==> config.mk <==
export PLATFORM = sky130hd
export DESIGN_NAME = mmu_lru_page_replacement_core_flat
export DESIGN_NICKNAME = d
export VERILOG_FILES = /design/src/rtl/mlru_pkg.sv /design/src/rtl/mlru_if.sv /design/src/rtl/mlru_ctrl.sv /design/src/rtl/mlru_dp.sv /design/src/rtl/mmu_lru_page_replacement_core.sv /design/src/flat_wrapper.sv
export SDC_FILE = /design/constraint.sdc
export NUM_CORES = 2
export LEC_CHECK = 0
export ABC_CLOCK_PERIOD_IN_PS = 11000
export BUFFER_PORTS_ARGS = -buffer_cell sky130_fd_sc_hd__buf_2
export CAP_MARGIN = 15
export CELL_PAD_IN_SITES_DETAIL_PLACEMENT = 1
export CELL_PAD_IN_SITES_GLOBAL_PLACEMENT = 2
export CORE_MARGIN = 10
export CORE_UTILIZATION = 54
export CTS_CLUSTER_DIAMETER = 80
export DETAILED_ROUTE_END_ITERATION = 10
export GPL_ROUTABILITY_DRIVEN = 0
export PLACE_DENSITY = 0.95
export SYNTH_ARGS = -nofsm -noshare
export SYNTH_HDL_FRONTEND = slang
export SYNTH_SLANG_ARGS = --single-unit
==> constraint.sdc <==
create_clock -name clk -period 11 [get_ports clk]
set_clock_uncertainty 0.15 [all_clocks]
set_input_delay 2.75 -clock clk [delete_from_list [all_inputs] [get_ports clk]]
set_output_delay 2.75 -clock clk [all_outputs]
set_load 0.02 [all_outputs]
==> src/rtl/mlru_pkg.sv <==
// Shared types and constants for the LRU page replacement core.
`default_nettype none
package mlru_pkg;
    localparam int PAGES = 64;
    localparam int FRAMES = 16;
    localparam int PW = $clog2(PAGES);
    localparam int FW = $clog2(FRAMES);
    localparam int FCW = $clog2(FRAMES + 1);
    localparam logic [16:0] PAGE_SIZE_RESET = 17'd4096;
    localparam logic [4:0] FRAMES_RESET = 5'd16;

    typedef enum logic [0:0] {
        REG_PAGE_SIZE = 1'b0,
        REG_FRAMES = 1'b1
    } reg_idx_t;

    typedef enum logic [0:0] {
        OP_READ = 1'b0,
        OP_WRITE = 1'b1
    } op_t;

    typedef enum logic [2:0] {
        ST_IDLE,
        ST_DIV,
        ST_LOOKUP,
        ST_SCAN,
        ST_MUL,
        ST_UPDATE,
        ST_OUT
    } state_t;

    typedef struct packed {
        logic load;
        logic div_step;
        logic lookup;
        logic scan_start;
        logic scan_step;
        logic mul;
        logic update;
        logic out_load;
    } cmd_t;

    typedef struct packed {
        logic div_done;
        logic illegal;
        logic need_scan;
        logic scan_done;
    } status_t;

    typedef struct packed {
        logic [31:0] physical_address;
        logic illegal;
        logic miss;
        logic replaced;
        logic [5:0] victim_page;
        logic wrote_back;
        logic [31:0] fault_count;
        logic [31:0] writeback_count;
    } result_t;
endpackage
`default_nettype wire

==> src/rtl/mlru_if.sv <==
// Valid/ready channel interfaces for requests, results and register writes.
`default_nettype none
interface mlru_req_if;
    logic valid;
    logic ready;
    logic [31:0] virtual_address;
    logic operation;
    modport source (output valid, virtual_address, operation, input ready);
    modport sink (input valid, virtual_address, operation, output ready);
endinterface

interface mlru_res_if;
    logic valid;
    logic ready;
    logic [31:0] physical_address;
    logic illegal;
    logic miss;
    logic replaced;
    logic [5:0] victim_page;
    logic wrote_back;
    logic [31:0] fault_count;
    logic [31:0] writeback_count;
    modport source (output valid, physical_address, illegal, miss, replaced,
        victim_page, wrote_back, fault_count, writeback_count, input ready);
    modport sink (input valid, physical_address, illegal, miss, replaced,
        victim_page, wrote_back, fault_count, writeback_count, output ready);
endinterface

interface mlru_cfg_if;
    logic valid;
    logic ready;
    logic [0:0] index;
    logic [31:0] data;
    modport source (output valid, index, data, input ready);
    modport sink (input valid, index, data, output ready);
endinterface
`default_nettype wire

==> src/rtl/mlru_ctrl.sv <==
// Controller state machine sequencing divide, lookup, LRU scan and update.
`default_nettype none
module mlru_ctrl (
    input  wire logic             clk,
    input  wire logic             rst_n,
    input  wire logic             in_valid,
    output logic                  in_ready,
    output logic                  out_valid,
    input  wire logic             out_ready,
    input  wire mlru_pkg::status_t status,
    output mlru_pkg::cmd_t        cmd
);
    mlru_pkg::state_t state_reg, state_next;
    logic out_valid_reg, out_valid_next;

    always_ff @(posedge clk or negedge rst_n)
    begin
        if (!rst_n)
        begin
            state_reg <= mlru_pkg::ST_IDLE;
            out_valid_reg <= 1'b0;
        end
        else
        begin
            state_reg <= state_next;
            out_valid_reg <= out_valid_next;
        end
    end

    assign out_valid = out_valid_reg;

    always_comb
    begin
        state_next = state_reg;
        out_valid_next = out_valid_reg;
        cmd = '0;
        in_ready = 1'b0;
        if (out_valid_reg && out_ready)
            out_valid_next = 1'b0;
        unique case (state_reg)
            mlru_pkg::ST_IDLE:
            begin
                in_ready = 1'b1;
                if (in_valid)
                begin
                    cmd.load = 1'b1;
                    state_next = mlru_pkg::ST_DIV;
                end
            end
            mlru_pkg::ST_DIV:
            begin
                cmd.div_step = 1'b1;
                if (status.div_done)
                    state_next = mlru_pkg::ST_LOOKUP;
            end
            mlru_pkg::ST_LOOKUP:
            begin
                cmd.lookup = 1'b1;
                if (status.illegal)
                    state_next = mlru_pkg::ST_UPDATE;
                else if (status.need_scan)
                begin
                    cmd.scan_start = 1'b1;
                    state_next = mlru_pkg::ST_SCAN;
                end
                else
                    state_next = mlru_pkg::ST_MUL;
            end
            mlru_pkg::ST_SCAN:
            begin
                cmd.scan_step = 1'b1;
                if (status.scan_done)
                    state_next = mlru_pkg::ST_MUL;
            end
            mlru_pkg::ST_MUL:
            begin
                cmd.mul = 1'b1;
                state_next = mlru_pkg::ST_UPDATE;
            end
            mlru_pkg::ST_UPDATE:
            begin
                cmd.update = 1'b1;
                state_next = mlru_pkg::ST_OUT;
            end
            mlru_pkg::ST_OUT:
            begin
                // wait for the output register to free up
                if (!out_valid_reg || out_ready)
                begin
                    cmd.out_load = 1'b1;
                    out_valid_next = 1'b1;
                    state_next = mlru_pkg::ST_IDLE;
                end
            end
            default: state_next = mlru_pkg::ST_IDLE;
        endcase
    end
endmodule
`default_nettype wire

==> src/rtl/mlru_dp.sv <==
// Datapath: restoring divider, page table, LRU scan, frame multiply, counters.
`default_nettype none
module mlru_dp (
    input  wire logic              clk,
    input  wire logic              rst_n,
    input  wire logic [31:0]       virtual_address,
    input  wire logic              operation,
    input  wire logic              cfg_we,
    input  wire logic [0:0]        cfg_index,
    input  wire logic [31:0]       cfg_data,
    input  wire mlru_pkg::cmd_t    cmd,
    output mlru_pkg::status_t      status,
    output mlru_pkg::result_t      result
);
    logic [16:0] page_size_reg;
    logic [4:0] frames_reg;

    logic op_reg;
    logic [16:0] psz_reg;
    logic [31:0] quot_reg;
    logic [16:0] rem_reg;
    logic [5:0] div_cnt_reg;

    logic [mlru_pkg::PAGES-1:0] present_reg;
    logic [mlru_pkg::PAGES-1:0] dirty_reg;
    logic [mlru_pkg::FW-1:0] frame_mem [mlru_pkg::PAGES];
    logic [31:0] stamp_mem [mlru_pkg::PAGES];

    logic [31:0] use_clock_reg;
    logic [mlru_pkg::FCW-1:0] next_free_reg;
    logic [31:0] faults_reg;
    logic [31:0] wbs_reg;

    logic [mlru_pkg::PW-1:0] page_reg;
    logic fault_reg;
    logic illegal_reg;
    logic [mlru_pkg::FW-1:0] frame_reg;
    logic [mlru_pkg::PW:0] scan_idx_reg;
    logic found_reg;
    logic [mlru_pkg::PW-1:0] best_reg;
    logic [31:0] best_stamp_reg;
    logic [31:0] phys_reg;
    logic wb_flag_reg;
    mlru_pkg::result_t res_reg;

    // scan read stage: one table entry per cycle, compared in the following cycle
    logic rd_valid_reg;
    logic rd_present_reg;
    logic [31:0] rd_stamp_reg;
    logic [mlru_pkg::FW-1:0] rd_frame_reg;
    logic [mlru_pkg::PW-1:0] rd_page_reg;

    // restoring division, one quotient bit per cycle
    logic [17:0] trial;
    logic [16:0] rem_shift;
    assign rem_shift = {rem_reg[15:0], quot_reg[31]};
    assign trial = {rem_reg, quot_reg[31]} - {1'b0, psz_reg};

    logic [4:0] flim;
    always_comb
    begin
        if (frames_reg == 5'd0)
            flim = 5'd1;
        else if (frames_reg > 5'(mlru_pkg::FRAMES))
            flim = 5'(mlru_pkg::FRAMES);
        else
            flim = frames_reg;
    end

    logic page_ok;
    assign page_ok = (quot_reg < 32'(mlru_pkg::PAGES));
    logic [mlru_pkg::PW-1:0] scan_i;
    assign scan_i = scan_idx_reg[mlru_pkg::PW-1:0];

    assign status.div_done = (div_cnt_reg == 6'd31);
    assign status.illegal = !page_ok;
    assign status.need_scan = !present_reg[quot_reg[mlru_pkg::PW-1:0]]
        && !(5'(next_free_reg) < flim);
    // last step compares the entry read at index PAGES - 1
    assign status.scan_done = (scan_idx_reg == (mlru_pkg::PW+1)'(mlru_pkg::PAGES));

    always_ff @(posedge clk or negedge rst_n)
    begin
        if (!rst_n)
        begin
            page_size_reg <= mlru_pkg::PAGE_SIZE_RESET;
            frames_reg <= mlru_pkg::FRAMES_RESET;
            present_reg <= '0;
            dirty_reg <= '0;
            use_clock_reg <= '0;
            next_free_reg <= '0;
            faults_reg <= '0;
            wbs_reg <= '0;
        end
        else
        begin
            if (cfg_we)
            begin
                unique case (mlru_pkg::reg_idx_t'(cfg_index))
                    mlru_pkg::REG_PAGE_SIZE: page_size_reg <= cfg_data[16:0];
                    mlru_pkg::REG_FRAMES: frames_reg <= cfg_data[4:0];
                    default: ;
                endcase
            end
            if (cmd.lookup && page_ok && !present_reg[quot_reg[mlru_pkg::PW-1:0]])
            begin
                faults_reg <= faults_reg + 32'd1;
                if (5'(next_free_reg) < flim)
                    next_free_reg <= next_free_reg + mlru_pkg::FCW'(1);
            end
            if (cmd.mul && fault_reg && found_reg)
            begin
                present_reg[best_reg] <= 1'b0;
                if (dirty_reg[best_reg])
                    wbs_reg <= wbs_reg + 32'd1;
            end
            if (cmd.update && !illegal_reg)
            begin
                present_reg[page_reg] <= 1'b1;
                dirty_reg[page_reg] <= (op_reg == mlru_pkg::OP_WRITE) ||
                    (!fault_reg && dirty_reg[page_reg]);
                use_clock_reg <= use_clock_reg + 32'd1;
            end
        end
    end

    always_ff @(posedge clk)
    begin
        if (cmd.load)
        begin
            op_reg <= operation;
            psz_reg <= (page_size_reg == 17'd0) ? 17'd1 : page_size_reg;
            quot_reg <= virtual_address;
            rem_reg <= '0;
            div_cnt_reg <= '0;
        end
        if (cmd.div_step)
        begin
            div_cnt_reg <= div_cnt_reg + 6'd1;
            if (!trial[17])
            begin
                rem_reg <= trial[16:0];
                quot_reg <= {quot_reg[30:0], 1'b1};
            end
            else
            begin
                rem_reg <= rem_shift;
                quot_reg <= {quot_reg[30:0], 1'b0};
            end
        end
        if (cmd.lookup)
        begin
            page_reg <= quot_reg[mlru_pkg::PW-1:0];
            illegal_reg <= !page_ok;
            fault_reg <= !present_reg[quot_reg[mlru_pkg::PW-1:0]];
            found_reg <= 1'b0;
            best_reg <= '0;
            if (present_reg[quot_reg[mlru_pkg::PW-1:0]])
                frame_reg <= frame_mem[quot_reg[mlru_pkg::PW-1:0]];
            else if (5'(next_free_reg) < flim)
                frame_reg <= next_free_reg[mlru_pkg::FW-1:0];
            else
                frame_reg <= '0;
        end
        if (cmd.scan_start)
        begin
            scan_idx_reg <= '0;
            rd_valid_reg <= 1'b0;
        end
        if (cmd.scan_step)
        begin
            scan_idx_reg <= scan_idx_reg + (mlru_pkg::PW+1)'(1);
            rd_valid_reg <= !scan_idx_reg[mlru_pkg::PW];
            rd_present_reg <= present_reg[scan_i];
            rd_stamp_reg <= stamp_mem[scan_i];
            rd_frame_reg <= frame_mem[scan_i];
            rd_page_reg <= scan_i;
            if (rd_valid_reg && rd_present_reg
                && (!found_reg || rd_stamp_reg < best_stamp_reg))
            begin
                found_reg <= 1'b1;
                best_reg <= rd_page_reg;
                best_stamp_reg <= rd_stamp_reg;
                frame_reg <= rd_frame_reg;
            end
        end
        if (cmd.mul)
            phys_reg <= 32'(frame_reg) * 32'(psz_reg) + 32'(rem_reg);
        if (cmd.update && !illegal_reg)
        begin
            frame_mem[page_reg] <= frame_reg;
            stamp_mem[page_reg] <= use_clock_reg;
        end
        if (cmd.out_load)
        begin
            res_reg.physical_address <= illegal_reg ? 32'hFFFF_FFFF : phys_reg;
            res_reg.illegal <= illegal_reg;
            res_reg.miss <= !illegal_reg && fault_reg;
            res_reg.replaced <= !illegal_reg && fault_reg && found_reg;
            res_reg.victim_page <= (!illegal_reg && fault_reg && found_reg)
                ? 6'(best_reg) : 6'd0;
            res_reg.wrote_back <= !illegal_reg && fault_reg && found_reg
                && wb_flag_reg;
            res_reg.fault_count <= faults_reg;
            res_reg.writeback_count <= wbs_reg;
        end
    end

    // latch the victim's dirty bit for the result's wrote_back flag
    always_ff @(posedge clk)
    begin
        if (cmd.mul)
            wb_flag_reg <= dirty_reg[best_reg];
    end

    assign result = res_reg;
endmodule
`default_nettype wire

==> src/rtl/mmu_lru_page_replacement_core.sv <==
// Top level of the LRU demand-paging MMU core.
// A hit or a free-frame fault runs the bit-serial divider that splits the address
// into page and offset, then lookup, frame multiply, table update and output load.
// An illegal address skips the multiply. A fault that must evict adds a pass over
// the page table for the oldest stamp before the multiply. The core takes the next
// request in the cycle after a result is loaded. One request is in flight at a time;
// the result register lets the next request enter while a result waits, and a
// result that still waits then holds the core in its output state. Register writes
// are taken at any time but should be made only while the core is idle.
`default_nettype none
module mmu_lru_page_replacement_core (
    input  wire logic clk,
    input  wire logic rst_n,
    mlru_req_if.sink   req,
    mlru_res_if.source res,
    mlru_cfg_if.sink   cfg
);
    mlru_pkg::cmd_t cmd;
    mlru_pkg::status_t status;
    mlru_pkg::result_t result;

    assign cfg.ready = 1'b1;

    mlru_ctrl u_ctrl (
        .clk(clk),
        .rst_n(rst_n),
        .in_valid(req.valid),
        .in_ready(req.ready),
        .out_valid(res.valid),
        .out_ready(res.ready),
        .status(status),
        .cmd(cmd)
    );

    mlru_dp u_dp (
        .clk(clk),
        .rst_n(rst_n),
        .virtual_address(req.virtual_address),
        .operation(req.operation),
        .cfg_we(cfg.valid),
        .cfg_index(cfg.index),
        .cfg_data(cfg.data),
        .cmd(cmd),
        .status(status),
        .result(result)
    );

    assign res.physical_address = result.physical_address;
    assign res.illegal = result.illegal;
    assign res.miss = result.miss;
    assign res.replaced = result.replaced;
    assign res.victim_page = result.victim_page;
    assign res.wrote_back = result.wrote_back;
    assign res.fault_count = result.fault_count;
    assign res.writeback_count = result.writeback_count;
endmodule
`default_nettype wire

==> src/flat_wrapper.sv <==
// flat-port wrapper written by rule: the top's interface ports become plain ports
module mmu_lru_page_replacement_core_flat 
  (clk, rst_n, req_valid, req_virtual_address, req_operation, req_ready, res_valid, res_physical_address, res_illegal, res_miss, res_replaced, res_victim_page, res_wrote_back, res_fault_count, res_writeback_count, res_ready, cfg_valid, cfg_index, cfg_data, cfg_ready);
  mlru_req_if req_i ();
  mlru_res_if res_i ();
  mlru_cfg_if cfg_i ();
  input  wire logic clk;
  input  wire logic rst_n;
  input wire logic [$bits(req_i.valid)-1:0] req_valid;
  input wire logic [$bits(req_i.virtual_address)-1:0] req_virtual_address;
  input wire logic [$bits(req_i.operation)-1:0] req_operation;
  output wire logic [$bits(req_i.ready)-1:0] req_ready;
  output wire logic [$bits(res_i.valid)-1:0] res_valid;
  output wire logic [$bits(res_i.physical_address)-1:0] res_physical_address;
  output wire logic [$bits(res_i.illegal)-1:0] res_illegal;
  output wire logic [$bits(res_i.miss)-1:0] res_miss;
  output wire logic [$bits(res_i.replaced)-1:0] res_replaced;
  output wire logic [$bits(res_i.victim_page)-1:0] res_victim_page;
  output wire logic [$bits(res_i.wrote_back)-1:0] res_wrote_back;
  output wire logic [$bits(res_i.fault_count)-1:0] res_fault_count;
  output wire logic [$bits(res_i.writeback_count)-1:0] res_writeback_count;
  input wire logic [$bits(res_i.ready)-1:0] res_ready;
  input wire logic [$bits(cfg_i.valid)-1:0] cfg_valid;
  input wire logic [$bits(cfg_i.index)-1:0] cfg_index;
  input wire logic [$bits(cfg_i.data)-1:0] cfg_data;
  output wire logic [$bits(cfg_i.ready)-1:0] cfg_ready;
  assign req_i.valid = req_valid;
  assign req_i.virtual_address = req_virtual_address;
  assign req_i.operation = req_operation;
  assign req_ready = req_i.ready;
  assign res_valid = res_i.valid;
  assign res_physical_address = res_i.physical_address;
  assign res_illegal = res_i.illegal;
  assign res_miss = res_i.miss;
  assign res_replaced = res_i.replaced;
  assign res_victim_page = res_i.victim_page;
  assign res_wrote_back = res_i.wrote_back;
  assign res_fault_count = res_i.fault_count;
  assign res_writeback_count = res_i.writeback_count;
  assign res_i.ready = res_ready;
  assign cfg_i.valid = cfg_valid;
  assign cfg_i.index = cfg_index;
  assign cfg_i.data = cfg_data;
  assign cfg_ready = cfg_i.ready;
  mmu_lru_page_replacement_core u_core (.clk(clk), .rst_n(rst_n), .req(req_i), .res(res_i), .cfg(cfg_i));
endmodule
==> results.toml <==
[sta]
finalWorstPathRequiredPeriod_ps = 5450
final.period_utilization_pct = 49.6
grt_setup_unrepaired = "no"
finalHoldViolations = 0
final-max-slew-violation-count = 0
setup_viol = 0
timing_worst_slew_pin_value_ps = 1360
worst_slew_margin_rel_pct = 9.62
setup_tns_ps = 0
max_clock_freq_mhz = 183

[pwr]
worst_vdd_ir_mv = 0.204
power_per_cell_area_nw_per_um2 = 216
leakage_nw = 48.9

[setup_path]
path_buf_inv = 3
critical_path.cell_chain = "buf_4 > and2_1 > ha_1 > inv_1 > fa_1 > fa_1 > inv_1 > ha_1 > nor2b_1 > o31a_1 > o21ai_0 > a31oi_1 > a2111oi_0 > o21bai_1 > a21oi_1 > xnor2_1"
cp.arrival_ps = 5980
crit_family = "compound AO/OA/AOI/OAI gates"
worst_setup_path_start_kind = "flop"
timing.critical_path.to_type = "flop"
worstSetupPathType = "reg2reg"
timing.critical_path.required_ps = 11520
worst-path-max-fanout = 51
worst_path_largest_cell_delay_ps = 720
crit_path_top_delay_cell = "sky130_fd_sc_hd__dfxtp_2"

[global_routing]
first_global_vias = 66945
grt_start_max_net_pins = 161
grt_overflow_total = 0
groute.layer.met2.usage_pct = 49.6
antenna_found_initial = 6
grtUsageMet3_pct = 8.40
grt_first_pass_wirelength_mm = 525
grt_util_all_layers_pct = 31.4
met1_usage_pct = 40.0
top_usage_layer = "met2"

[status]
outcome = "complete, no violations"

[drt]
drtPass1Iterations = 6
ant_nets = 0
wirelength_mm = 372
detailedRoute.firstIterationViolations = 10621
post_drt_via_cell_ratio = 7.17
routedWlPerCell_um = 41.2
route.detailed.drc = 0
num_vias = 64816

[die]
floorplan.die.width_um = 485
die_y_um = 485
pin_count = 180
die_area_um2 = 235000
initial_core_util_pct = 54.3
core_um2 = 215000
row_count = 170

[cells_and_area]
stdcell_count = 9035
drive_above_1_share_pct = 30.2
final_nets = 6185
areaGrowthSynthToFinish_pct = 12.7
layout_commonest_cell = "sky130_fd_sc_hd__edfxtp_1"
max_ffs_per_register = 2048
most-common-layout-cells = "2588 x sky130_fd_sc_hd__edfxtp_1, 888 x sky130_fd_sc_hd__mux4_2, 307 x sky130_fd_sc_hd__clkbuf_16"
max_flop_register = "u_core.u_dp.stamp_mem"

[synth]
synth.ff_latch_count = 2860
synth_seq_area_share_pct = 72.5
synthFlopType = "sky130_fd_sc_hd__edfxtp_1"
synth_enable_flop_cells = 2588
synth_cell_type_count = 69
postSynthAreaPerCell_um2 = 20.6
post_synth_design_cell_area_um2 = 117000
synth.yosys.warnings = 0
synthesis.instances = 5649
asyncSetResetFlopFracSynth_pct = 8.92
synth_fp_nets = 5858

[clock_network]
post_cts_buffers = 0
number_of_buffers_between_clock_root_and_the_deepest_sink = 4
clock_buffers_created_by_tritoncts = 301
worst_skew_pair.late_latency_ps = 990
h-tree-depth = 5
tritoncts = "built"
clk_pin_slew_ps = 70
numClockSinks = 2860
cts_root_buffer = "sky130_fd_sc_hd__clkbuf_16"
hold_buffers = 0
cts.repair.resized = 0

[placement]
port_buffer_count = 163
dp_hpwl_mm = 176
dpl.cell_count = 8506

[job]
max_cap_viol_count = 0

[min_path]
min-delay-path-class = "reg2reg"
-- power breakdown --
| group | internal (mW) | switching [mW] |
|---|---|---|
| combinational | 2.13 | 3.11 |
| sequential | 12.4 | 0.322 |
| clock | 5.98 | 4.42 |
| total | 20.5 | 7.85 |
-- routing by layer --
metal | wire length [um] | vias up
met5 | 93 | -
met4 | 23900 | 12
met3 | 45700 | 1336
met2 | 178000 | 5899
met1 | 124000 | 33882
li1 | - | 23687
-- through the flow --
| stage | instance area, um2 | setup WS (ps) | utilization, % | hold WS (ps) | total power [mW] |
|---|---|---|---|---|---|
| finish | 131000 | 5550 | 61.2 | 286 | 28.3 |
| global route | 131000 | 5190 | 61.2 | 304 | 29.3 |
| CTS | 131000 | 5550 | 61.1 | 296 | 28.4 |
| detailed placement | 122000 | 5540 | 56.7 | 296 | 18.1 |
| global placement | 122000 | 5780 | 56.7 | 281 | 17.9 |
| floorplan | 117000 | 3450 | - | 267 | 16.7 |
-- cells in the mapped netlist (13+ instances only) --
cell type                  count  area, um2
sky130_fd_sc_hd__edfxtp_1   2588      77700
sky130_fd_sc_hd__mux4_2      888      20000
sky130_fd_sc_hd__dfrtp_1     253       6330
sky130_fd_sc_hd__clkbuf_1    214        803
sky130_fd_sc_hd__nand2_1     202        758
sky130_fd_sc_hd__nor2_1      167        627
sky130_fd_sc_hd__o21ai_0     164        821
sky130_fd_sc_hd__inv_1       147        552
sky130_fd_sc_hd__mux2_2      107       1200
sky130_fd_sc_hd__xnor2_1      96        841
sky130_fd_sc_hd__ha_1         91       1140
sky130_fd_sc_hd__buf_1        73        274
sky130_fd_sc_hd__and2_1       69        432
sky130_fd_sc_hd__nand3_1      65        325
sky130_fd_sc_hd__a21oi_1      56        280
sky130_fd_sc_hd__fa_1         47        941
sky130_fd_sc_hd__mux2i_1      36        360
sky130_fd_sc_hd__nor2b_1      33        206
sky130_fd_sc_hd__xor2_1       33        289
sky130_fd_sc_hd__nand4_1      30        188
sky130_fd_sc_hd__and3_1       29        181
sky130_fd_sc_hd__or2_2        25        156
sky130_fd_sc_hd__dfxtp_1      17        340
sky130_fd_sc_hd__nor3_1       16       80.1
sky130_fd_sc_hd__a211oi_1     14        105
sky130_fd_sc_hd__a21o_1       14        105
sky130_fd_sc_hd__or3_1        13       81.3
-- path summary, 6_finish.rpt --
check | start | to | slack, ps | cells past startpoint
hold / removal | u_core.u_dp.rd_stamp_reg[4] | u_core.u_dp.best_stamp_reg[4] | 290 | 0
hold reg to reg | u_core.u_dp.rd_stamp_reg[4] | u_core.u_dp.best_stamp_reg[4] | 290 | 0
setup / recovery | u_core.u_dp.frame_reg[1] | u_core.u_dp.phys_reg[20] | 5550 | 16
min in group asynchronous | rst_n | u_core.u_dp.wbs_reg[29] | 1680 | 1
max in group asynchronous | rst_n | u_core.u_dp.use_clock_reg[14] | 7490 | 2
setup reg to reg | u_core.u_dp.frame_reg[1] | u_core.u_dp.phys_reg[20] | 5550 | 16
-- area by class of cell --
cell class	count	area (um2)
Tap cell	2838	3550
Fill cell	17725	83300
Antenna cell	1	2.50
Multi-Input combinational cell	2332	30900
Clock inverter	143	1550
Inverter	147	552
Clock buffer	380	8100
Sequential cell	2860	84400
Timing Repair Buffer	334	2290
-- cell families (layout without fill, tap and decap cells) --
| group | Yosys count | count (layout) | share of synthesized area (%) |
|---|---|---|---|
| adders and majority gates | 138 | 138 | 1.78 |
| AOI/OAI and AO/OA | 315 | 315 | 1.57 |
| DFF | 2860 | 2860 | 72.5 |
| other | 1 | 2 | 0.00322 |
| and+or+nand+nor | 712 | 712 | 3.04 |
| muxes | 1037 | 1037 | 18.6 |
| xor gates and xnor gates | 129 | 129 | 0.970 |
| buffers and inverters | 457 | 1004 | 1.52 |
(Power assumes the default switching activity.)
